## config.mk

```make
export PLATFORM = sky130hd
export DESIGN_NAME = dwst_due_calc
export DESIGN_NICKNAME = d
export VERILOG_FILES = /design/src/hw/rtl/dwst_pkg.sv /design/src/hw/rtl/dwst_due_calc.sv
export SDC_FILE = /design/constraint.sdc
export NUM_CORES = 1
export LEC_CHECK = 0
export ABC_CLOCK_PERIOD_IN_PS = 5900
export BUFFER_PORTS_ARGS = -buffer_cell sky130_fd_sc_hd__buf_2
export CORE_ASPECT_RATIO = 0.9
export CORE_MARGIN = 4
export CORE_UTILIZATION = 40
export CTS_BUF_LIST = sky130_fd_sc_hd__clkbuf_8 sky130_fd_sc_hd__clkbuf_16
export DETAILED_ROUTE_END_ITERATION = 8
export PLACE_DENSITY = 0.71
export SKIP_CTS_REPAIR_TIMING = 1
export SLEW_MARGIN = 5
export SYNTH_ARGS = -nofsm -noshare
export SYNTH_HDL_FRONTEND = slang
export SYNTH_SLANG_ARGS = --single-unit
```

## constraint.sdc

```tcl
create_clock -name clk -period 5.9 [get_ports clk]
set_input_delay 1.18 -clock clk [delete_from_list [all_inputs] [get_ports clk]]
set_output_delay 1.18 -clock clk [all_outputs]
set_load 0.01 [all_outputs]
```

## src/hw/rtl/dwst_pkg.sv

```systemverilog
`timescale 1ns / 1ps
`default_nettype none

package dwst_pkg;

  // default table size
  localparam int SLOT_COUNT_DEF = 256;

  // ticks of 100 ns in one millisecond
  localparam logic [13:0] TICKS_PER_MS = 14'd10000;

  // request operations
  localparam logic OP_ENQUEUE = 1'b0;
  localparam logic OP_DEQUEUE = 1'b1;

  // result status codes
  localparam logic [1:0] ST_OK      = 2'd0;
  localparam logic [1:0] ST_INVALID = 2'd1;
  localparam logic [1:0] ST_FULL    = 2'd2;
  localparam logic [1:0] ST_NONE    = 2'd3;

  // delayed flag as stored in a slot
  localparam logic DELAYED_FLAG = 1'b1;

  typedef struct packed {
    logic        operation;
    logic [31:0] routine_tag;
    logic [31:0] context_tag;
    logic        is_delayed;
    logic [31:0] delay_ms;
    logic [62:0] now_time;
  } request_t;

  typedef struct packed {
    logic [1:0]  status;
    logic [7:0]  slot_index;
    logic [31:0] routine_out;
    logic [31:0] context_out;
    logic [8:0]  occupancy;
  } result_t;

  // one table slot as held in memory
  typedef struct packed {
    logic        valid;
    logic        delayed;
    logic [31:0] routine;
    logic [31:0] ctx;
    logic [63:0] due_time;
  } slot_entry_t;

endpackage

`default_nettype wire

```

## src/hw/rtl/dwst_due_calc.sv

```systemverilog
`timescale 1ns / 1ps
`default_nettype none

module dwst_due_calc (
  input  wire         clk,
  input  wire         load,
  input  wire         is_delayed,
  input  wire  [31:0] delay_ms,
  input  wire  [62:0] now_time,
  output logic [63:0] due_time
);

  logic [45:0] ticks;
  logic [62:0] now_r;
  logic        delayed_r;

  // delay in ticks, registered at request accept
  always_ff @(posedge clk) begin
    if (load) begin
      ticks     <= {14'b0, delay_ms} * {32'b0, dwst_pkg::TICKS_PER_MS};
      now_r     <= now_time;
      delayed_r <= is_delayed;
    end
  end

  // immediate items keep a zero due time
  assign due_time = delayed_r ? ({1'b0, now_r} + {18'b0, ticks}) : 64'd0;

endmodule

`default_nettype wire

```

==> run metrics <==
final hold vios=0; CTS clk-pin slew, worst paths=~0.090 ns; synth top area cells=edfxtp_1 27%, ha_1 17%, fa_1 14%, inv_1 7.0%, a21oi_1 3.9%; # H-tree levels=3; Largest delay share family, worst path=adder cells; # diodes=0; Critical Path AT=between 5 and 6 ns; HP Class=in2reg; cell area after synthesis=11,900 um2; Hold Path Stages=1; RSZ-0062 raised after global routing=no; Initial DRC Count=roughly 470; GR Overflow Total=0; Final Cycle Share=a little over nine tenths; gr usage total=between 10% and 20%; Placed Instances=approximately 1,800; CP Launch Type=input port; Yosys reg bits=106; syn avg cell area=around 9.5 um2; drt drc=0; syn_nets=between 1,500 and 2,000; register area share after synthesis=26.8%; most common cell after layout, fill and taps aside=inv_1; Layout fillers=between 2,000 and 3,000; asr flop ratio synth=0%; HPWL after detailed placement=between 20,000 and 25,000 um; Data required, critical path=about 6.0 ns; row count=~60; WP buf/inv=6; PwrDens=roughly 510 nW/um2; share of the synthesized area in the top cell type=between 20% and 30%; final cell count without fillers=1,834; largest net degree at the start of global routing=55; WL/cell=15.8 um; Starting Density=approximately 40%; die footprint=between 30,000 and 40,000 um2; kind of critical path=in2reg; worst ir drop on vdd=about 0.0002 V; Synth area leader=edfxtp_1; fin crit period=between 5 and 6 ns; max-cap violation count=0; fin. max-slew vios=0; critical path cell sequence=buf_2, inv_1, fa_1, inv_1, ha_1, fa_1, ha_1, inv_1, fa_1, inv_1, ha_1, a21oi_2, o21ai_0, a21o_1, a211oi_2, o311ai_1, buf_4, a31oi_4, o21bai_1, a221oi_2, xnor2_1; Worst-Margin Slew=a little over 0.7 ns; most common flop cell mapped by yosys=edfxtp_1; CTS sink count=about 110; vias in the first global route=around 9,400; worst-path maximum fanout=4; crit-path max cell delay=0.55 ns; Syn-to-layout area delta=15.1%; Leak=around 6.7 nW; CTS Buf Count=9; vias per std cell=~5.1; CTS tree=yes; unique cell type count in the Yosys netlist=74; first-pass GRT wire length=around 47,000 um; # nets final=approximately 1,800; Yosys Warn Count=0; wirelength, routed=just under 30,000 um; total power=approximately 7 mW; vias=a little over 9,000; layout cells sized above 1=around 18%; hold_sp=now_time[44]; kind of end point of the critical path=register; core area=29,100 um2; most used cell, CP=inv_1; Final setup viols=0; status=finished, final reports clean; slew margin rel.=52.8%; Post-synth EDFFs=between 100 and 150; antenna-violating nets left=0; commonest cells after routing, fill and taps aside=220 x inv_1, 160 x ha_1, 160 x buf_2, 106 x edfxtp_1, 91 x a21oi_1; Die W=between 150 and 200 um; max frequency=between 150 and 200 MHz; Die Height=between 150 and 200 um; WHS Endpoint=now_r[44]$_DFFE_PP_; Port Buffers=161; gpl congestion=0.850; Clock Root Buffer=clkbuf_16; IO Pins=around 160; detailed-router iteration count before antenna repair=5; initial antenna violation count=0; CP max-delay cell=fa_1; Mapped Cells=between 1,000 and 1,500; Clock Tree Buf Depth=2
[Yosys cell counts (14+ instances only)]
| cell | number |
|---|---|
| nand2_1 | 65 |
| xnor2_1 | 34 |
| nand3_1 | 31 |
| a21oi_1 | 93 |
| o21a_1 | 14 |
| nand2b_1 | 15 |
| a21o_1 | 42 |
| ha_1 | 160 |
| and2_1 | 14 |
| inv_1 | 220 |
| nor2_1 | 78 |
| fa_1 | 84 |
| edfxtp_1 | 106 |
| clkbuf_1 | 16 |
| xor2_1 | 33 |
| o21ai_0 | 45 |
| nand4_1 | 23 |
[where the power goes]
| part | internal (mW) | switching [mW] |
|---|---|---|
| clock | 0.291 | 0.292 |
| combinational | 2.21 | 2.97 |
| sequential | 1.16 | 0.0835 |
| total | 3.67 | 3.34 |
[how the worst max path moves through the flow]
stage / from / endpoint / slack [ns] / cells after the start
floorplan: delay_ms[4] / ticks[40]$_DFFE_PP_ / 0.17 / 21
global placement: delay_ms[9] / ticks[40]$_DFFE_PP_ / -0.07 / 21
detailed placement: delay_ms[9] / ticks[40]$_DFFE_PP_ / -0.26 / 21
CTS: delay_ms[9] / ticks[40]$_DFFE_PP_ / 0.10 / 21
global route: delay_ms[9] / ticks[40]$_DFFE_PP_ / 0.01 / 21
finish: delay_ms[9] / ticks[40]$_DFFE_PP_ / 0.25 / 21
[cell families (layout without fill, tap and decap cells)]
group,count (synthesis),in the layout,share of synthesized area [%]
simple gates,279,279,11.6
mux,9,9,0.759
buf+inv,255,444,8.42
xor+xnor,67,67,4.94
flops,106,106,26.8
compound gates,289,289,16.4
fa+ha+maj,244,244,31.0
[state kept, by name, indices dropped and copies added (netlist names)]
| signal | flops |
|---|---|
| now_r | 63 |
| ticks | 42 |
| delayed_r | 1 |
[per-stage QoR]
stage	setup TNS [ns]	hold slack, ns	setup slack [ns]	instance area, um2	util, %
after CTS	0	0.976	0.104	13600	46.9
after global placement	-0.199	1.36	-0.0720	13400	45.9
final	0	0.991	0.251	13700	47.0
after detailed placement	-0.980	1.36	-0.260	13400	45.9
after global routing	0	0.978	0.0100	13700	47.0
after floorplan	0	1.28	0.165	11900	-
[final cells by class]
class | instances | area (um2) | area share (%)
well taps | 396 | 495 | 3.63
clock inverters | 6 | 50.0 | 0.366
inverters | 221 | 830 | 6.07
clock buffers | 9 | 225 | 1.65
repair buffers | 208 | 1160 | 8.50
multi-input cells | 888 | 7720 | 56.5
flip-flops and latches | 106 | 3180 | 23.3
[per-layer routing]
metal	global-route usage, %	share of wire, %	vias to the layer above
met3	2.11	4.5	28
met1	24.8	47	4364
met5	0	0	-
met4	4.47	1.8	0
met2	29.6	47	195
li1	-	-	4678
Note: power is estimated with default switching activity, not from simulation.
